## src/rtl/core/bdm_pkg.sv

```systemverilog
// bdm_pkg: shared widths and the emission control struct for the
// binary descriptor majority unit. No dependencies.
package bdm_pkg;

  localparam int unsigned ByteW  = 8;
  localparam int unsigned CfgW   = 7;
  localparam int unsigned NLanes = ByteW;

  typedef struct packed {
    logic load;
    logic last;
    logic ovf;
  } bdm_emit_t;

endpackage

```

## src/rtl/core/bdm_out.sv

```systemverilog
// bdm_out: merges the lane votes into one result byte and holds it in the
// output register until the downstream transfer. Depends on bdm_pkg.
module bdm_out (
  input  logic                      clk_i,
  input  logic                      rst_ni,
  input  bdm_pkg::bdm_emit_t        emit_i,
  input  logic [bdm_pkg::NLanes-1:0] votes_i,
  output logic                      free_o,
  output logic                      m_axis_tvalid,
  input  logic                      m_axis_tready,
  output logic [bdm_pkg::ByteW-1:0] m_axis_tdata,  // [7:0] avg_byte
  output logic                      m_axis_tlast,  // last_byte
  output logic [0:0]                m_axis_tuser   // [0] overflow
);
  import bdm_pkg::*;

  logic             vld_q;
  logic [ByteW-1:0] data_q;
  logic             last_q;
  logic             ovf_q;

  assign free_o        = !vld_q || m_axis_tready;
  assign m_axis_tvalid = vld_q;
  assign m_axis_tdata  = data_q;
  assign m_axis_tlast  = last_q;
  assign m_axis_tuser  = ovf_q;

  always_ff @(posedge clk_i) begin
    if (emit_i.load && free_o) begin
      data_q <= votes_i;
      last_q <= emit_i.last;
      ovf_q  <= emit_i.ovf;
    end
  end

  always_ff @(posedge clk_i or negedge rst_ni) begin
    if (!rst_ni) begin
      vld_q <= 1'b0;
    end else if (free_o) begin
      vld_q <= emit_i.load;
    end
  end

endmodule

```

## config.mk

```make
export PLATFORM = sky130hd
export DESIGN_NAME = bdm_out
export DESIGN_NICKNAME = d
export VERILOG_FILES = /design/src/rtl/core/bdm_pkg.sv /design/src/rtl/core/bdm_out.sv
export SDC_FILE = /design/constraint.sdc
export NUM_CORES = 1
export LEC_CHECK = 0
export ABC_AREA = 1
export BUFFER_PORTS_ARGS = -buffer_cell sky130_fd_sc_hd__clkbuf_2
export CAP_MARGIN = 20
export CELL_PAD_IN_SITES_DETAIL_PLACEMENT = 1
export CELL_PAD_IN_SITES_GLOBAL_PLACEMENT = 1
export CORE_AREA = 2 2 39 41
export CTS_BUF_LIST = sky130_fd_sc_hd__clkbuf_4 sky130_fd_sc_hd__clkbuf_8
export DETAILED_ROUTE_END_ITERATION = 6
export DIE_AREA = 0 0 41 43
export GPL_TIMING_DRIVEN = 0
export PLACE_DENSITY = 0.67
export SLEW_MARGIN = 20
export SYNTH_ARGS = -nofsm -noshare
export SYNTH_HDL_FRONTEND = slang
export SYNTH_SLANG_ARGS = --single-unit
export TNS_END_PERCENT = 30
```

## constraint.sdc

```tcl
create_clock -name clk_i -period 2 [get_ports clk_i]
set_input_delay 0.1 -clock clk_i [delete_from_list [all_inputs] [get_ports clk_i]]
set_output_delay 0.1 -clock clk_i [all_outputs]
set_load 0.02 [all_outputs]
```

==> results of run 1 <==
## layout make-up
type | count | area (µm²) | area share [%]
Clock buffer | 4 | 30.0 | 5.17
Sequential cell | 11 | 325 | 56.0
Inverter | 2 | 7.51 | 1.29
Tap cell | 16 | 20.0 | 3.45
Multi-Input combinational cell | 3 | 12.5 | 2.16
Timing Repair Buffer | 31 | 185 | 31.9
## through the flow
stage               utilization, %  setup WS (ps)  cells  instance area (µm²)  total power [mW]
CTS                           38.3            448     62                  531             0.487
detailed placement            35.4            464     57                  490             0.327
global placement              35.4            491     57                  490             0.325
global route                  42.0            383     67                  581             0.516
floorplan                        -            575     16                  345             0.300
finish                        42.0            501     67                  581             0.486
## flip-flops by register name (all words and copies together) (netlist names)
| name | cells |
|---|---|
| m_axis_tvalid | 1 |
| m_axis_tuser | 1 |
| m_axis_tdata | 8 |
| m_axis_tlast | 1 |
## cell families (layout without fill, tap and decap cells)
family	count (synthesis)	count (layout)	synth area share (%)
flops	11	11	94.2
simple gates	2	2	2.17
buf+inv	2	37	2.17
compound gates	1	1	1.45
## where the power goes
part           total (mW)  leakage (nW)  switching [mW]  internal (mW)
clock network       0.156        0.0184          0.0660         0.0904
logic              0.0596         0.146          0.0335         0.0261
registers           0.270         0.106         0.00376          0.266
total               0.486         0.271           0.103          0.383
## metal layers
layer | vias up | part of all wire, %
li1 | 127 | -
met4 | 0 | 0
met5 | - | 0
met3 | 0 | 18
met1 | 127 | 36
met2 | 23 | 46
## cell usage in the layout, fill, tap and decap left out
| cell type | n |
|---|---|
| dfrtp_1 | 1 |
| dlygate4sd3_1 | 6 |
| edfxtp_1 | 10 |
| clkbuf_2 | 25 |
| nand2_1 | 2 |
| a21oi_1 | 1 |
| clkbuf_4 | 4 |
| inv_1 | 2 |
## worst paths after layout
check | start | slack, ps | end | cells past startpoint
setup / recovery | m_axis_tvalid | 500 | m_axis_tdata[0] | 1
hold / removal | votes_i[3] | 20 | m_axis_tdata[3] | 1
setup reg to reg | m_axis_tvalid | 500 | m_axis_tdata[0] | 1
hold reg to reg | m_axis_tvalid | 550 | m_axis_tvalid | 2
max in group asynchronous | rst_ni | 1770 | m_axis_tvalid | 2
min in group asynchronous | rst_ni | 150 | m_axis_tvalid | 2
==> metrics.md, run 1 <==
| Metric | Value |
|---|---|
| Post-synth EDFFs | 10 |
| Pleak | 0.271 nW |
| CTS H-Tree Depth | 1 |
| HPWL after DPL | 557 µm |
| Max_cap viols | 0 |
| Critical-path top delay cell | a21oi_1 |
| Die area | 0.00176 mm² |
| Pin count of the biggest net entering global routing | 11 |
| Met2 GRT Util | 12.5% |
| Req. time, crit path | 1880 ps |
| IO Port Bufs | 25 |
| Synthesized area | 345 µm² |
| Setup TNS | 0 ps |
| Post-Route Skew | 2.92 ps |
| F_max | 667 MHz |
| Initial DRC Count | 1 |
| Number of diodes | 0 |
| GRT busiest layer | met2 |
| Syn Area/Cell | 21.6 µm² |
| Vias in the first global route | 248 |
| Synth area leader | edfxtp_1 |
| Gpl congestion | 0.548 |
| CP max FO | 10 |
| Register area share after synthesis | 94.2% |
| # fillers | 147 |
| Crit path max-delay family | compound AO/OA/AOI/OAI gates |
| Setup crit end kind | flop |
| Total Wirelength | 682 µm |
| Die Ht | 43 µm |
| Met1 global-route usage | 8.84% |
| DRC errors left | 0 |
| FF+latch count, synth | 11 |
| Synth top area share | 87.0% |
| CTS tree | yes |
| # clock sinks | 11 |
| Ratio of cells with drive above 1 in the final layout | 56.9% |
| I/O pin count | 26 |
| Worst-Skew Late Latency | 250 ps |
| Std cell rows | 14 |
| Min Tclk post-route | 1500 ps |
| Final period utilization | 75.0% |
| Worst hold path type | in -> reg |
| Worst Path Buf+Inv | 0 |
| Ranking of synthesized cells by area | edfxtp_1 (87%), dfrtp_1 (7.2%), inv_1 (2.2%), nand2_1 (2.2%), a21oi_1 (1.4%) |
| Share of synthesized registers carrying an async set or reset | 9.09% |
| Worst-path clk slew | 60 ps |
| Width of the die | 41 µm |
| Fin. Hold Viols | 0 |
| Final net count | 66 |
| Slew Limit Fails | 0 |
| Vias | 277 |
| Crit path DAT | 1380 ps |
| Initial antenna violation count | 0 |
| Syn Inst Count | 16 |
| Post_cts resized | 0 |
| PwrDens | 837 mW/mm² |
| Setup bufs post-CTS | 0 |
| Worst path cell trace | a21oi_1 |
| Max IR drop VDD | 0.333 mV |
| Global route total overflow | 0 |
| Hold slack final | 23.9 ps |
| Measured slew at the worst slew-check pin | 902 ps |
| 1st-pass router iterations | 2 |
| Crit path kind | reg -> reg |
| M3 GR Usage | 5.76% |
| Commonest cells post-synth | edfxtp_1 (10), inv_1 (2), nand2_1 (2) |
| Syn Nets | 30 |
| Via density | 4.13 |
| CTS max path bufs | 2 |
| Top_reg_cell synth | edfxtp_1 |
| Core area | 0.00138 mm² |
| First-pass GRT wire length | 945 µm |
| Largest stage delay, worst path | 730 ps |
| Count leader, synth | edfxtp_1 |
| Initial Util | 25.0% |
| Crit start category | flop |
| Unique masters post-synth | 5 |
| Root Buffer | clkbuf_4 |
| Remaining antenna violation count | 0 |
| Number of setup violations in the final report | 0 |
| P&R area growth vs syn | 68.1% |
| Hold buffers post-CTS | 1 |
| Num CTS Buffers | 3 |
| Outcome | complete, no violations |
| Slew headroom | 39.9% |
| All-Layer GR Usage | 8.17% |
| Routed WL per cell | 10.2 µm |
| Synthesis Warnings | 0 |
| RSZ-0062 raised after global routing | false |
Note: power is estimated with default switching activity, not from simulation.
==> inputs of run 2 (changes only) <==
==> constraint.sdc (replaced) <==
create_clock -name clk_i -period 1.6 [get_ports clk_i]
set_input_delay 0.08 -clock clk_i [delete_from_list [all_inputs] [get_ports clk_i]]
set_output_delay 0.08 -clock clk_i [all_outputs]
set_load 0.02 [all_outputs]
==> run 2 against run 1 <==
  * Sequential cell count unchanged
  * Non-clock buffer count increased by 5
  * Combinational power increased by 43%
  * Design area increased by 9.3%
  * Global-route usage increased by 0.41 points
  * Clock skew decreased by 1.7 ps
  * Die area unchanged
  * Critical path depth unchanged
  * Hold slack improved by 25 ps
  * Largest cell class unchanged
  * Highest routed layer unchanged
==> metrics.md, run 2 (synthesis results as in run 1) <==
| Metric | Value |
|---|---|
| Remaining antenna violation count | 0 |
| Worst-path clk slew | 70 ps |
| Min-delay src | emit_i[2] |
| Core area | 0.00138 mm² |
| Gpl congestion | 0.548 |
| Max_cap viols | 0 |
| Commonest non-fill, non-tap cell in the layout | clkbuf_2 |
| # clock sinks | 11 |
| Worst-Skew Late Latency | 250 ps |
| Die area | 0.00176 mm² |
| Measured slew at the worst slew-check pin | 540 ps |
| 1st-pass router iterations | 2 |
| Via density | 3.97 |
| # fillers | 147 |
| R2r worst-path depth | 1 |
| Sw Ratio | 21.5% |
| Number of diodes | 0 |
| Commonest cells after routing, fill and taps aside | clkbuf_2 (25), dlygate4sd3_1 (11), edfxtp_1 (10) |
| Num CTS Buffers | 3 |
| Min Tclk post-route | 1220 ps |
| Initial Util | 25.0% |
| Crit start category | flop |
| Setup TNS | 0 ps |
| Die Ht | 43 µm |
| Reg-to-Reg Start | m_axis_tvalid |
| DRC errors left | 0 |
| Sequential power share | 54.5% |
| Area occupied by registers | 325 µm² |
| Width of the die | 41 µm |
| PwrDens | 977 mW/mm² |
| Pin count of the biggest net entering global routing | 11 |
| Total Wirelength | 740 µm |
| Global route total overflow | 0 |
| Largest stage delay, worst path | 460 ps |
| Std cell rows | 14 |
| CTS tree | yes |
| Ratio of cells with drive above 1 in the final layout | 53.6% |
| Worst hold path type | in -> reg |
| Pleak | 0.292 nW |
| Vias | 286 |
| All-Layer GR Usage | 8.58% |
| Root Buffer | clkbuf_4 |
| Worst path depth | 1 |
| F_max | 817 MHz |
| Placed Cells | 57 |
| RSZ-0062 raised after global routing | false |
| Number of setup violations in the final report | 0 |
| Crit path DAT | 1120 ps |
| CP max FO | 10 |
| Worst Path Buf+Inv | 0 |
| First-pass GRT wire length | 1000 µm |
| Slew Limit Fails | 0 |
| IO Port Bufs | 25 |
| CTS max path bufs | 2 |
| Post-Route Skew | 1.19 ps |
| CTS H-Tree Depth | 1 |
| Req. time, crit path | 1500 ps |
| Final period utilization | 76.5% |
| Worst path cell trace | a21oi_2 |
| Reg2Reg Setup Slack | 380 ps |
| Reg-to-reg endpoint | m_axis_tdata[0] |
| Non-filler instance count after layout | 72 |
| WHS Path Cells | 3 |
| Max IR drop VDD | 0.424 mV |
| P&R area growth vs syn | 83.7% |
| Vias in the first global route | 270 |
| I/O pin count | 26 |
| HPWL after DPL | 557 µm |
| NetSw | 133 µW |
| Footprint of the multi-input gates | 16.3 µm² |
| Routed WL per cell | 10.3 µm |
| Critical-path top delay cell | a21oi_2 |
| Crit path max-delay family | compound AO/OA/AOI/OAI gates |
| Crit path kind | reg -> reg |
| Initial antenna violation count | 0 |
| Initial DRC Count | 2 |
| Power Internal | 487 µW |
| Clock power frac | 31.8% |
| Fin. Hold Viols | 0 |
| Final net count | 71 |
| Outcome | complete, no violations |
| Setup crit end kind | flop |
| Largest register FFs | 8 |
| Hold worst-path end | m_axis_tvalid |
| Slew headroom | 64.0% |
| Combinational Power Share | 13.8% |
[run 2: changes by cell type in the layout (fill, tap and decap cells not counted)]
cell,delta
a21oi_2,+1
a21oi_1,-1
dlygate4sd3_1,+5
[run 2: power by group through the flow]
stage	logic, mW	registers (mW)	clock network [mW]
global route	0.0932	0.339	0.222
detailed placement	0.0644	0.344	0
CTS	0.0777	0.338	0.205
floorplan	0.0105	0.364	0
global placement	0.0627	0.343	0
finish	0.0853	0.337	0.197
[run 2: repair_timing]
action,CTS,global route
hold buffers,7,4
gates resized for setup,0,1
endpoints found under the setup margin,0,10
buffers inserted,0,0
endpoints found under the hold margin,7,4
[run 2: worst max path at each step]
stage / start / endpoint / slack [ps]
3_3_place_gp: m_axis_tvalid / m_axis_tdata[7] / 90
4_1_cts: m_axis_tvalid / m_axis_tdata[0] / 50
3_5_place_dp: m_axis_tvalid / m_axis_tdata[7] / 60
5_1_grt: m_axis_tvalid / m_axis_tdata[0] / 310
6_report: m_axis_tvalid / m_axis_tdata[0] / 380
2_1_floorplan: m_axis_tvalid / m_axis_tdata[0] / 180
[run 2: area by class of cell]
cell class / instances / share of cell area [%]
flip-flops and latches: 11 / 51.3
clock buffers: 4 / 4.73
repair buffers: 36 / 37.1
well taps: 16 / 3.16
multi-input cells: 3 / 2.56
inverters: 2 / 1.18
[run 2: stage by stage]
step	hold WS [ps]	setup slack (ps)	util (%)	instance area (µm²)	total power, mW
2_1_floorplan	-216	175	-	345	0.375
3_3_place_gp	-144	90.6	35.4	490	0.406
3_5_place_dp	-144	63.7	35.4	490	0.409
4_1_cts	0.0272	47.8	42.7	591	0.620
5_1_grt	50.6	307	45.8	634	0.654
6_report	48.6	376	45.8	634	0.620
[run 2: per-layer routing]
| metal | share of wire, % | global-route usage (%) | vias up |
|---|---|---|---|
| met2 | 46 | 13.1 | 23 |
| met1 | 39 | 9.86 | 126 |
| li1 | - | - | 137 |
| met4 | 0 | 2.00 | 0 |
| met5 | 0 | 0 | - |
| met3 | 15 | 5.24 | 0 |
==> inputs of run 3 (changes only) <==
--- a/config.mk
+++ b/config.mk
@@ -10,12 +10,12 @@
 export CAP_MARGIN = 20
 export CELL_PAD_IN_SITES_DETAIL_PLACEMENT = 1
 export CELL_PAD_IN_SITES_GLOBAL_PLACEMENT = 1
-export CORE_AREA = 2 2 39 41
+export CORE_MARGIN = 1
+export CORE_UTILIZATION = 26
 export CTS_BUF_LIST = sky130_fd_sc_hd__clkbuf_4 sky130_fd_sc_hd__clkbuf_8
 export DETAILED_ROUTE_END_ITERATION = 6
-export DIE_AREA = 0 0 41 43
 export GPL_TIMING_DRIVEN = 0
-export PLACE_DENSITY = 0.67
+export PLACE_DENSITY = 0.7
 export SLEW_MARGIN = 20
 export SYNTH_ARGS = -nofsm -noshare
 export SYNTH_HDL_FRONTEND = slang
==> constraint.sdc (replaced) <==
create_clock -name clk_i -period 1.1 [get_ports clk_i]
set_input_delay 0.055 -clock clk_i [delete_from_list [all_inputs] [get_ports clk_i]]
set_output_delay 0.055 -clock clk_i [all_outputs]
set_load 0.02 [all_outputs]
==> run 3 against run 2 <==
  * Power is 46% higher
  * Sequential share of layout area is 1.8 points lower
  * Sequential cell count did not move
  * First-iteration DRC count down 100%
  * Via count rose by 0.70%
  * Wire length increased by 24%
  * Design area up 3.6%
  * Clock skew grew 5.7 ps
  * Clock power is 38% higher
  * Utilization up 10 points
  * Setup slack got worse by 320 ps
==> metrics.md, run 3 (synthesis results as in run 1) <==
| Metric | Value |
|---|---|
| Initial Util | 29.5% |
| Vias in the first global route | 289 |
| Post-Route Skew | 6.84 ps |
| CTS H-Tree Depth | 1 |
| Largest stage delay, worst path | 430 ps |
| Max_cap viols | 0 |
| Slew Limit Fails | 0 |
| Gpl congestion | 0.619 |
| CP max FO | 10 |
| Num CTS Buffers | 3 |
| Met2 GRT Util | 26.7% |
| I/O pin count | 26 |
| DRC errors left | 0 |
| Measured slew at the worst slew-check pin | 159 ps |
| Worst Path Buf+Inv | 1 |
| Min Tclk post-route | 1040 ps |
| Routed WL per cell | 12.9 µm |
| P&R area growth vs syn | 90.2% |
| Via density | 4.06 |
| CTS tree | yes |
| Die area | 0.00148 mm² |
| Total Wirelength | 915 µm |
| Setup TNS | 0 ps |
| Worst-path clk slew | 70 ps |
| RSZ-0062 raised after global routing | false |
| # clock sinks | 11 |
| Crit start category | flop |
| IO Port Bufs | 25 |
| Post_cts resized | 0 |
| Initial antenna violation count | 0 |
| Placed Area | 499 µm² |
| Max IR drop VDD | 0.644 mV |
| Global route total overflow | 0 |
| Fin. Hold Viols | 0 |
| Hold slack final | 15.4 ps |
| Req. time, crit path | 1090 ps |
| Final net count | 72 |
| Root Buffer | clkbuf_4 |
| Critical-path top delay cell | dfrtp_1 |
| Pin count of the biggest net entering global routing | 11 |
| Width of the die | 38.4 µm |
| Ratio of cells with drive above 1 in the final layout | 54.4% |
| Remaining antenna violation count | 0 |
| Slew headroom | 89.4% |
| Worst-Skew Late Latency | 270 ps |
| F_max | 962 MHz |
| CTS max path bufs | 2 |
| M3 GR Usage | 3.49% |
| Number of setup violations in the final report | 0 |
| Std cell rows | 12 |
| Design Area, Final | 657 µm² |
| All-Layer GR Usage | 13.9% |
| Worst hold path type | in -> reg |
| Met1 global-route usage | 11.8% |
| Commonest non-fill, non-tap cell in the layout | clkbuf_2 |
| Commonest cells after routing, fill and taps aside | clkbuf_2 (25), dlygate4sd3_1 (11), edfxtp_1 (10) |
| Outcome | complete, no violations |
| Final period utilization | 94.5% |
| PwrDens | 1380 mW/mm² |
| Setup crit end kind | flop |
| Crit path max-delay family | flip-flops |
| Worst path cell trace | a21oi_4 -> buf_12 |
| Largest register FFs | 8 |
| First-pass GRT wire length | 1220 µm |
| GRT busiest layer | met2 |
| Crit path DAT | 1030 ps |
| Reg2Reg Setup Slack | 60 ps |
| Crit path kind | reg -> reg |
| Pleak | 0.301 nW |
| Vias | 288 |
| Initial DRC Count | 0 |
| Number of diodes | 0 |
| Core area | 0.00117 mm² |
| 1st-pass router iterations | 1 |
| Die Ht | 38.4 µm |
run 3: worst min-delay path, cell delays in order:
cell      delay (ps)
clkbuf_2          80
inv_1             60
nand2_1           60
run 3: per-stage QoR:
stage                     power, mW  utilization, %  instances  setup WS (ps)
after CTS                     0.906            54.4         70           16.5
final                         0.904            56.1         71           60.3
after floorplan               0.550               -         16           14.8
after detailed placement      0.600            42.6         55           30.6
after global routing          0.944            56.1         71           3.53
after global placement        0.594            42.6         55           66.5
run 3: cell type report:
type,instances,area (µm²)
tap,14,17.5
multi-input combinational,3,23.8
fill,128,514
timing repair buffer,37,255
sequential,11,325
clock inverter,1,5.00
inverter,2,7.51
clock buffer,3,22.5
run 3: repair_timing:
action | 4_1_cts | 5_1_grt
endpoints found under the setup margin | 0 | 10
hold endpoints to repair | 11 | 0
buffers inserted | 0 | 1
hold buffers | 11 | 0
run 3: path summary, 6_finish.rpt:
check	start	to	cells past startpoint
min in group asynchronous	rst_ni	m_axis_tvalid	2
setup reg to reg	m_axis_tvalid	m_axis_tdata[1]	2
hold / removal	emit_i[2]	m_axis_tvalid	3
hold reg to reg	m_axis_tvalid	m_axis_tvalid	2
setup / recovery	m_axis_tvalid	m_axis_tdata[1]	2
max in group asynchronous	rst_ni	m_axis_tvalid	2
run 3: routing by layer:
layer / up-vias / part of all wire (%)
met2: 18 / 59
met5: - / 0
met1: 130 / 34
met3: 2 / 6.1
met4: 0 / 0.66
li1: 138 / -
run 3: report_power, final:
group | internal (mW) | switching (mW)
clock network | 0.135 | 0.138
registers | 0.484 | 0.00916
logic | 0.0703 | 0.0690
