==> config.mk <==
export PLATFORM = sky130hd
export DESIGN_NAME = bdm_lane
export DESIGN_NICKNAME = d
export VERILOG_FILES = /design/src/rtl/core/bdm_pkg.sv /design/src/rtl/core/bdm_lane.sv
export SDC_FILE = /design/constraint.sdc
export NUM_CORES = 1
export LEC_CHECK = 0
export ABC_AREA = 1
export BUFFER_PORTS_ARGS = -buffer_cell sky130_fd_sc_hd__buf_2
export CAP_MARGIN = 30
export CORE_UTILIZATION = 45
export DETAILED_ROUTE_END_ITERATION = 6
export PLACE_DENSITY_LB_ADDON = 0.12
export SETUP_SLACK_MARGIN = 0.1
export SLEW_MARGIN = 40
export SYNTH_ARGS = -nofsm -noshare
export SYNTH_HDL_FRONTEND = slang
export SYNTH_SLANG_ARGS = --single-unit
==> constraint.sdc <==
create_clock -name clk_i -period 5.4 [get_ports clk_i]
set_input_delay 1.08 -clock clk_i [delete_from_list [all_inputs] [get_ports clk_i]]
set_output_delay 1.08 -clock clk_i [all_outputs]
set_load 0.05 [all_outputs]
==> src/rtl/core/bdm_pkg.sv <==
// bdm_pkg: shared widths and the emission control struct for the
// binary descriptor majority unit. No dependencies.
package bdm_pkg;

  localparam int unsigned ByteW  = 8;
  localparam int unsigned CfgW   = 7;
  localparam int unsigned NLanes = ByteW;

  typedef struct packed {
    logic load;
    logic last;
    logic ovf;
  } bdm_emit_t;

endpackage

==> src/rtl/core/bdm_lane.sv <==
// bdm_lane: one bit-position counter lane, a count memory with registered read,
// read-modify-write update with write-to-read bypass; entries at or past the
// set's fill count read as zero. Depends on bdm_pkg.
module bdm_lane #(
  parameter int unsigned MaxDescBytes = 64,
  parameter int unsigned CntW         = 10,
  parameter int unsigned AddrW        = 6
) (
  input  logic             clk_i,
  input  logic             rst_ni,
  input  logic             rd_en_i,
  input  logic [AddrW-1:0] rd_addr_i,
  input  logic             rd_hit_i,
  input  logic             inc_en_i,
  input  logic             inc_bit_i,
  input  logic [CntW:0]    thr_i,
  output logic             vote_o
);
  import bdm_pkg::*;

  logic [CntW-1:0]         mem_q [MaxDescBytes];
  logic [CntW-1:0]         mem_rd_q;
  logic                    rd_vld_q;
  logic                    fwd_q;
  logic [CntW-1:0]         fwd_data_q;
  logic                    s1_vld_q;
  logic [AddrW-1:0]        s1_addr_q;
  logic                    s1_bit_q;
  logic [CntW-1:0]         cur;
  logic [CntW-1:0]         wr_data;

  assign cur     = fwd_q ? fwd_data_q : (rd_vld_q ? mem_rd_q : '0);
  assign wr_data = cur + CntW'(s1_bit_q);
  assign vote_o  = {1'b0, cur} >= thr_i;

  always_ff @(posedge clk_i) begin
    if (rd_en_i) begin
      mem_rd_q <= mem_q[rd_addr_i];
    end
    if (s1_vld_q) begin
      mem_q[s1_addr_q] <= wr_data;
    end
  end

  always_ff @(posedge clk_i) begin
    if (rd_en_i) begin
      fwd_data_q <= wr_data;
      s1_addr_q  <= rd_addr_i;
      s1_bit_q   <= inc_bit_i;
    end
  end

  always_ff @(posedge clk_i or negedge rst_ni) begin
    if (!rst_ni) begin
      rd_vld_q  <= 1'b0;
      fwd_q     <= 1'b0;
      s1_vld_q  <= 1'b0;
    end else begin
      s1_vld_q <= rd_en_i & inc_en_i;
      if (rd_en_i) begin
        rd_vld_q <= rd_hit_i;
        fwd_q    <= s1_vld_q && (s1_addr_q == rd_addr_i);
      end
    end
  end

endmodule

==> results of run 1 <==
-- layout make-up --
cell class / count / share of cell area
tap: 782 / 0.0314
clock buffer: 95 / 0.0632
inverter: 30 / 0.00429
timing repair buffer: 73 / 0.0228
multi-input combinational: 1526 / 0.224
sequential: 670 / 0.644
clock inverter: 32 / 0.0102
-- layer usage --
| metal | part of all wire | up-vias | GRT usage |
|---|---|---|---|
| li1 | - | 8346 | - |
| met1 | 0.44 | 8925 | 0.350 |
| met2 | 0.47 | 604 | 0.379 |
| met3 | 0.064 | 116 | 0.0317 |
| met4 | 0.027 | 0 | 0.0810 |
| met5 | 0 | - | 0 |
-- worst max-delay path, cell delays in order, from the launching register on --
cell and delay, ps:
dfrtp_1 590, nor2_4 130, a22oi_1 550, inv_1 110, ha_1 350, a21oi_1 160, nor2_1 50, a21oi_1 120
nand4_1 110, buf_2 220
-- report_power, final --
group,leakage [nW],internal (mW),switching [mW],total (mW)
clock,1.12,2.86,1.99,4.85
sequential,6.15,5.84,0.0289,5.87
combinational,3.99,0.192,0.640,0.832
-- metrics by stage --
| stage | worst slack (ps) | total power, mW |
|---|---|---|
| 6_report | 1350 | 11.6 |
| 5_1_grt | 1100 | 11.9 |
| 4_1_cts | 1290 | 11.6 |
| 3_5_place_dp | 1700 | 6.81 |
| 3_3_place_gp | 1520 | 6.78 |
| 2_1_floorplan | 1440 | 6.46 |
-- logic make-up (layout without fill, tap and decap cells) --
logic type | Yosys count | after routing
and+or+nand+nor | 1489 | 1489
AOI/OAI and AO/OA | 17 | 17
adders and majority gates | 12 | 12
buffers and inverters | 173 | 230
DFF | 670 | 670
xor gates and xnor gates | 8 | 8
-- state kept, by name (all words and copies together), names as in the netlist --
name / count
fwd_data_q: 10
fwd_q: 1
mem_q: 640
mem_rd_q: 10
rd_vld_q: 1
s1_addr_q: 6
s1_bit_q: 1
s1_vld_q: 1
-- worst max path at each step --
stage,to,slack [ps],cells past startpoint
after floorplan,fwd_data_q[6],1440,9
after global placement,mem_rd_q[8],1520,10
after detailed placement,mem_rd_q[8],1700,11
after CTS,vote_o,1290,9
after global routing,vote_o,1100,9
final,vote_o,1350,9
-- placed cells by master (no fill, tap or decap), types with 2 or more instances in the layout --
master and instances:
a21oi_1 6, a22oi_1 4, buf_12 8, buf_16 3
buf_2 21, buf_4 29, buf_6 9, buf_8 3
bufinv_16 6, clkbuf_1 19, clkbuf_16 76, clkinv_1 16
clkinv_2 9, clkinv_8 2, dfrtp_1 3, edfxtp_1 667
ha_1 10, ha_2 2, inv_1 24, inv_6 2
nand2_1 840, nand2_2 7, nand3_1 551, nand4_1 13
nor2_1 7, nor2_2 58, nor4_2 8, o21ai_0 4
o22ai_1 3, xnor2_2 3, xor2_4 4
==> metrics.yaml, run 1 <==
relSlewSlack: 0.441
synth_ff_type: "edfxtp_1"
nets: 2408
die_x_um: 251
path_clk_slew_ps: 60
drtAntennaViolNets: 0
vdd_ir_drop_max_uv: 232
clk_latency_ps: 620
port-buffer-count: 23
synth_top_family_by_area: "simple AND/OR/NAND/NOR gates"
async_flop_share: 0.00448
multi_input_area_um2: 6990
synth_area_per_cell_um2: 11.7
netlist_instances: 2369
io_pins: 24
slew_viol_final: 0
synthDistinctLibCells: 31
placed_area_um2: 28900
fin_area_um2: 31200
cts-resized-gates: 0
cts.sinks: 670
diodes: 0
r2r_slack_ps: 2190
rsz0062_at_grt: "false"
dp_hpwl_um: 43100
worstSetupPathType: "flop to primary output"
period_needed_ps: 4050
netlist.area_leader.share: 0.720
fmaxAchievable_ghz: 0.247
post_cts_buffers: 0
synth_edf_count: 667
grt_pass1_vias: 17407
grt_start_max_net_pins: 142
numCtsBuffers: 72
die_h_um: 251
core_um2: 60700
regArea_um2: 20100
reg2reg_depth: 10
critPathLaunch: "fwd_q"
gp_congestion: 0.824
min_path_type: "input pin to async pin"
synth_fp_nets: 2404
finClkSkew_ps: 36.8
synth_area_leaders: "edfxtp_1 72%, nand2_1 11%, nand3_1 9.9%, buf_6 0.97%, buf_2 0.90%"
yosysWarnings: 0
grt_usage: 0.242
ys_seq_elements: 670
grt_overflow: 0
ys_top_cells_by_count: "841 x nand2_1, 667 x edfxtp_1, 551 x nand3_1, 63 x nor2_1, 50 x buf_2"
powerDensity_nw_per_um2: 370
synth.mux.area_fraction: 0
synth_most_common_cell: "nand2_1"
cp.required_ps: 4320
crit_path_start_kind: "flop"
cts_tree: "yes"
area_delta_synth_final_pct: 12.1
cts_max_level: 3
synth_compound_area_frac: 0.00355
finalSetupTns_ps: 0
drt-wirelength-per-cell_um: 23.4
synth-simple-area-share: 0.229
synth_largest_area_cell: "edfxtp_1"
fillers: 5280
crit_path_end_kind: "primary output"
cellLeakagePower_nw: 11.3
critical_path_arrival_ps: 2970
ys_seq_area_frac: 0.722
maxCapViolCount: 0
cp_max_fo: 12
holdBufCountCts: 0
antenna_found_initial: 0
dp_cells: 3080
worst_slew_pin_slew_ps: 838
drt-vias-per-instance: 5.61
period_share: 0.751
route.vias.total: 17991
synthXorXnorAreaFrac: 0.00252
holdWs_ps: 274
final_hold_viol_count: 0
drt_iter0_markers: 1872
final_core_util: 0.514
drive_gt1_frac: 0.105
num_rows: 90
grt_pass1_wl_um: 113000
rr_startpoint: "fwd_q"
cts-root-buf: "clkbuf_16"
setup_violations: 0
finalNonFillerCells: 3208
initial_core_util: 0.459
dieArea_um2: 62800
wirelength_um: 75200
regToRegEndpoint: "mem_q[25][6]"
status: "finished, final reports clean"
syn_area_um2: 27800
drc: 0
ctsLongestPathBuffers: 3
synthAdderAreaFrac: 0.00539
drtPass1Iterations: 6
Note: power is estimated with default switching activity, not from simulation.
==> run 2, diff against run 1 <==
--- a/config.mk
+++ b/config.mk
@@ -5,7 +5,7 @@
 export SDC_FILE = /design/constraint.sdc
 export NUM_CORES = 1
 export LEC_CHECK = 0
-export ABC_AREA = 1
+export ABC_AREA = 0
 export BUFFER_PORTS_ARGS = -buffer_cell sky130_fd_sc_hd__buf_2
 export CAP_MARGIN = 30
 export CORE_UTILIZATION = 45
==> constraint.sdc (replaced) <==
create_clock -name clk_i -period 4 [get_ports clk_i]
set_input_delay 0.8 -clock clk_i [delete_from_list [all_inputs] [get_ports clk_i]]
set_output_delay 0.8 -clock clk_i [all_outputs]
set_load 0.05 [all_outputs]
==> run 2 against run 1 <==
  * Die area down 5.1%
  * Wire length decreased by 22%
  * Core utilization is 0.83 points higher
  * Global-route usage fell by 3.9 points
  * Largest power group unchanged
  * Synthesized cell count is 46% lower
  * Sequential share of layout area increased by 2.1 points
  * Critical path type unchanged
  * Worst setup slack got worse by 1000 ps
  * Sequential power grew 35%
  * Clock skew decreased by 21 ps
  * Critical endpoint unchanged
  * Via count shrank 30%
  * Combinational power rose by 11%
  * Power rose by 31%
==> metrics.yaml, run 2 <==
status: "finished, final reports clean"
synthDistinctLibCells: 46  # +48%
cp_num_buf_inv: 3  # +1
worstSetupPathDepth: 10  # +1
fin_area_um2: 30200  # -3.2%
worstHoldPathCells: 1
initial_core_util: 0.457  # -0.00201
final_common_cell: "edfxtp_1"
synth_largest_area_cell: "edfxtp_1"
final_cell_mix: "667 x edfxtp_1, 148 x mux4_2, 77 x clkbuf_16"
powerDensity_nw_per_um2: 503  # +36%
vdd_ir_drop_max_uv: 457  # +96%
cp_max_fo: 12  # unchanged
cts.sinks: 670  # unchanged
drive_gt1_frac: 0.274  # +0.169
synth_area_leaders: "edfxtp_1 76%, mux4_2 13%, nor2_1 1.4%, mux4_1 1.3%, mux2i_1 0.72%"
io_pins: 24  # unchanged
drtPass1Iterations: 7  # +1
finalPower_mw: 15.2  # +31%
max_stage_delay_ps: 410  # -180 ps
nets: 1406  # -42%
netlist.area_leader.share: 0.759  # +0.0393
gp_congestion: 0.798  # -3.1%
num_rows: 88  # -2.2%
cts_max_level: 3  # unchanged
numCtsBuffers: 72  # unchanged
cp.required_ps: 3200  # -1120 ps
fmaxAchievable_ghz: 0.270
grt_pass1_vias: 12613  # -28%
drt_iter0_markers: 1116  # -40%
grt_pass1_wl_um: 87400  # -23%
path_clk_slew_ps: 50  # about the same
worst_slew_pin_slew_ps: 780  # -58.2 ps
setup_violations: 0  # unchanged
largestRegisters: "mem_q (640), fwd_data_q (10), mem_rd_q (10)"
rsz0062_at_grt: "false"
crit_chain: "buf_4 > a22oi_2 > inv_1 > ha_1 > o2111ai_1 > o21ai_0 > o211a_1 > o21ai_0 > a211oi_1 > buf_2"
cts_tree: "yes"
slowest_stage: "dfrtp_1"
clk_latency_ps: 600  # -20 ps
period_needed_ps: 3700
cellLeakagePower_nw: 9.75  # -13%
yosysWarnings: 0  # unchanged
dp_hpwl_um: 35900  # -17%
synth_ff_type: "edfxtp_1"
cts-root-buf: "clkbuf_16"
grt_overflow: 0  # unchanged
ctsLongestPathBuffers: 3  # unchanged
netlist_instances: 1268  # -46%
synth_edf_count: 667  # unchanged
die_x_um: 244  # -2.6%
route.vias.total: 12645  # -30%
die_h_um: 244  # -2.6%
reg2reg_depth: 11  # +1
syn_area_um2: 26400  # -5.2%
grt_usage: 0.204  # -0.0385
port-buffer-count: 23  # unchanged
crit_family: "compound AO/OA/AOI/OAI gates"
ys_seq_elements: 670  # unchanged
drt-vias-per-instance: 5.77  # +2.8%
worstSetupPathType: "flop to primary output"
synth_fp_nets: 1303  # -46%
wirelength_um: 58700  # -22%
final_hold_viol_count: 0  # unchanged
maxCapViolCount: 0  # unchanged
core_um2: 57800  # -4.8%
crit_path_end_kind: "primary output"
ys_seq_area_frac: 0.762  # +0.0395
post_cts_buffers: 0  # unchanged
area_delta_synth_final_pct: 14.4
grt_start_max_net_pins: 66  # -54%
critical_path_arrival_ps: 2900  # -70 ps
holdWs_ps: 402  # +127 ps
slew_viol_final: 0  # unchanged
min_path_type: "input pin to flop"
dieArea_um2: 59600  # -5.1%
finClkSkew_ps: 16.2  # -20.6 ps
synth_most_common_cell: "edfxtp_1"
drtAntennaViolNets: 0  # unchanged
async_flop_share: 0.00448  # unchanged
drt-wirelength-per-cell_um: 26.8  # +14%
synth_area_per_cell_um2: 20.8  # +77%
period_share: 0.925
critPathMostFrequentCell: "o21ai_0"
largest_reg_flops: 640  # unchanged
relSlewSlack: 0.480  # +0.0388
largest-register: "mem_q"
drc: 0  # unchanged
antenna_found_initial: 0  # unchanged
ys_top_cells_by_count: "667 x edfxtp_1, 148 x mux4_2, 96 x nor2_1, 30 x clkbuf_1, 23 x nand2_1"
crit_path_start_kind: "flop"
placed_area_um2: 27900  # -3.3%
==> run 2: metal layers <==
layer	up-vias	track usage	share of wire
met5	-	0	0
li1	5481	-	-
met2	357	0.304	0.46
met3	77	0.0330	0.056
met1	6730	0.310	0.46
met4	0	0.0586	0.019
==> run 2: layout make-up <==
cell class	instances	area, um^2
tap	765	957
inverter	15	56.3
clock inverter	40	268
clock buffer	90	1980
fill	4588	27600
multi-input combinational	510	5980
sequential	670	20100
antenna	1	2.50
timing repair buffer	102	860
==> run 2: final timing paths <==
path / slack (ps) / from / end
max: 300 / fwd_q / vote_o
min: 400 / inc_bit_i / s1_bit_q
max reg2reg: 790 / fwd_q / mem_q[8][8]
min reg2reg: 560 / rd_vld_q / rd_vld_q
max in group asynchronous: 3350 / rst_ni / s1_vld_q
min in group asynchronous: 530 / rst_ni / rd_vld_q
==> run 2: through the flow <==
stage | worst slack [ps] | TNS [ps] | utilization | std cells
2_1_floorplan | -68.8 | -4470 | - | 1268
3_3_place_gp | 583 | 0 | 0.482 | 2060
3_5_place_dp | 537 | 0 | 0.483 | 2061
4_1_cts | 116 | 0 | 0.522 | 2192
5_1_grt | 143 | 0 | 0.522 | 2192
6_report | 300 | 0 | 0.522 | 2193
==> run 2: kinds of logic after synthesis <==
| group | synth area share |
|---|---|
| DFF | 0.762 |
| muxes | 0.148 |
| and+or+nand+nor | 0.0370 |
| adders and majority gates | 0.00569 |
| buffers and inverters | 0.0189 |
| AOI/OAI and AO/OA | 0.0238 |
| xor gates and xnor gates | 0.00465 |
==> run 2: repair_timing <==
| item | CTS | global route |
|---|---|---|
| pin swaps | 0 | 0 |
| gates resized for setup | 2 | 3 |
| endpoints found under the setup margin | 1 | 1 |
| endpoints found under the hold margin | 3 | 0 |
| cloned | 0 | 0 |
| hold buffers | 1 | 0 |
==> run 2: power by group <==
part	internal, mW	leakage [nW]	switching [mW]
sequential	7.92	6.15	0.0284
combinational	0.311	2.51	0.612
clock	3.69	1.09	2.63
total	11.9	9.75	3.27
==> run 3, diff against run 2 <==
--- a/config.mk
+++ b/config.mk
@@ -8,6 +8,7 @@
 export ABC_AREA = 0
 export BUFFER_PORTS_ARGS = -buffer_cell sky130_fd_sc_hd__buf_2
 export CAP_MARGIN = 30
+export CORE_ASPECT_RATIO = 1.1
 export CORE_UTILIZATION = 45
 export DETAILED_ROUTE_END_ITERATION = 6
 export PLACE_DENSITY_LB_ADDON = 0.12
==> run 3 against run 2 <==
  * Worst setup slack improved by 1.6 ps
  * Register-to-register slack improved by 60 ps
  * Core utilization about the same
  * Sequential share of layout area increased by 0.16 points
  * Critical path depth unchanged
  * Critical path type unchanged
  * Largest power group unchanged
==> metrics.yaml, run 3 (synthesis gave the netlist of run 2 again) <==
status: "finished, final reports clean"
largest_reg_flops: 640  # unchanged
finClkSkew_ps: 31.3  # +15.1 ps
final_cell_mix: "667 x edfxtp_1, 148 x mux4_2, 75 x clkbuf_16"
path_clk_slew_ps: 60  # about the same
critPathMostFrequentCell: "o21ai_0"
wirelength_um: 58100  # -0.97%
placed_area_um2: 27800  # -0.30%
port-buffer-count: 23  # unchanged
dieArea_um2: 59600  # about the same
max_stage_delay_ps: 410  # about the same
ctsLongestPathBuffers: 3  # unchanged
final_hold_viol_count: 0  # unchanged
slowest_stage: "dfrtp_1"
crit_family: "compound AO/OA/AOI/OAI gates"
fillers: 4559  # -0.63%
final_common_cell: "edfxtp_1"
rsz0062_at_grt: "false"
regArea_um2: 20100  # unchanged
worst_slew_pin_slew_ps: 794  # +14.5 ps
crit_chain: "buf_4 > a22oi_2 > inv_1 > ha_1 > o2111ai_1 > o21ai_0 > o211a_1 > o21ai_0 > a211oi_1 > buf_2"
antenna_found_initial: 1  # +1
die_h_um: 256  # +4.8%
drtPass1Iterations: 5  # -2
worstSetupPathType: "flop to primary output"
cellLeakagePower_nw: 9.71  # -0.42%
drtAntennaViolNets: 0  # unchanged
dp_hpwl_um: 36100  # +0.73%
drc: 0  # unchanged
multi_input_area_um2: 5990  # +0.25%
io_pins: 24  # unchanged
die_x_um: 233  # -4.6%
largestRegisters: "mem_q (640), fwd_data_q (10), mem_rd_q (10)"
grt_overflow: 0  # unchanged
period_share: 0.924  # about the same
clk_latency_ps: 620  # +20 ps
relSlewSlack: 0.470  # -0.00970
post_cts_buffers: 0  # unchanged
holdWs_ps: 364  # -38.0 ps
cts_tree: "yes"
drt-vias-per-instance: 5.75  # -0.32%
cp_max_fo: 12  # unchanged
powerDensity_nw_per_um2: 506  # +0.61%
final_core_util: 0.522  # about the same
route.vias.total: 12484  # -1.3%
area_delta_synth_final_pct: 14.2
dp_cells: 2043  # -0.87%
cts.sinks: 670  # unchanged
grt_pass1_vias: 12936  # +2.6%
cp_num_buf_inv: 3  # unchanged
grt_start_max_net_pins: 66  # unchanged
nets: 1401  # -0.36%
vdd_ir_drop_max_uv: 337  # -26%
cts-root-buf: "clkbuf_16"
drt_iter0_markers: 1004  # -10%
diodes: 0  # -1
setup_violations: 0  # unchanged
largest-register: "mem_q"
grt_pass1_wl_um: 86700  # -0.72%
cts_max_level: 3  # unchanged
slew_viol_final: 0  # unchanged
min_path_type: "input pin to flop"
drive_gt1_frac: 0.276  # +0.00205
gp_congestion: 0.825  # +3.3%
grt_usage: 0.202  # -0.00180
period_needed_ps: 3700  # -1.64 ps
num_rows: 92  # +4.5%
critical_path_arrival_ps: 2900  # about the same
fin_area_um2: 30100  # -0.24%
crit_path_end_kind: "primary output"
cp.required_ps: 3200  # about the same
drt-wirelength-per-cell_um: 26.8  # about the same
initial_core_util: 0.458  # +0.00107
fmaxAchievable_ghz: 0.270  # about the same
finalNonFillerCells: 2172  # -0.96%
crit_path_start_kind: "flop"
maxCapViolCount: 0  # unchanged
numCtsBuffers: 71  # -1.4%
core_um2: 57700  # -0.23%
==> run 3: through the flow <==
stage	power (mW)	TNS, ps	worst slack [ps]
global route	15.7	0	107
finish	15.2	0	302
detailed placement	9.02	0	528
global placement	9.00	0	565
floorplan	8.65	-4470	-68.8
CTS	15.4	0	102
==> run 3: layout make-up <==
| cell class | instances | area share |
|---|---|---|
| clock buffers | 94 | 0.0653 |
| clock inverters | 33 | 0.00910 |
| inverters | 15 | 0.00187 |
| multi-input cells | 510 | 0.199 |
| flip-flops and latches | 670 | 0.667 |
| well taps | 752 | 0.0312 |
| repair buffers | 98 | 0.0263 |
==> run 3: report_power, final <==
part           internal [mW]  switching (mW)  total (mW)
sequential              7.92          0.0273        7.94
combinational          0.309           0.608       0.917
clock                   3.72            2.66        6.38
==> run 3: timing repair <==
action	4_1_cts	5_1_grt
pin swaps	0	0
setup endpoints to repair	1	1
hold buffers	1	0
gates resized for setup	2	3
hold endpoints to repair	3	0
==> run 3: worst paths after layout <==
| kind | slack (ps) | end | depth (start not counted) | from |
|---|---|---|---|---|
| min | 360 | s1_bit_q | 1 | inc_bit_i |
| min in group asynchronous | 530 | s1_vld_q | 2 | rst_ni |
| min reg2reg | 560 | rd_vld_q | 1 | rd_vld_q |
| max | 300 | vote_o | 10 | fwd_q |
| max reg2reg | 850 | mem_q[35][8] | 11 | rd_vld_q |
| max in group asynchronous | 3350 | fwd_q | 2 | rst_ni |
==> run 3: layer usage <==
layer	vias to the layer above	part of all wire	track usage
li1	5462	-	-
met1	6616	0.45	0.288
met2	312	0.48	0.314
met3	92	0.048	0.0357
met4	2	0.026	0.0695
met5	-	0.00022	0
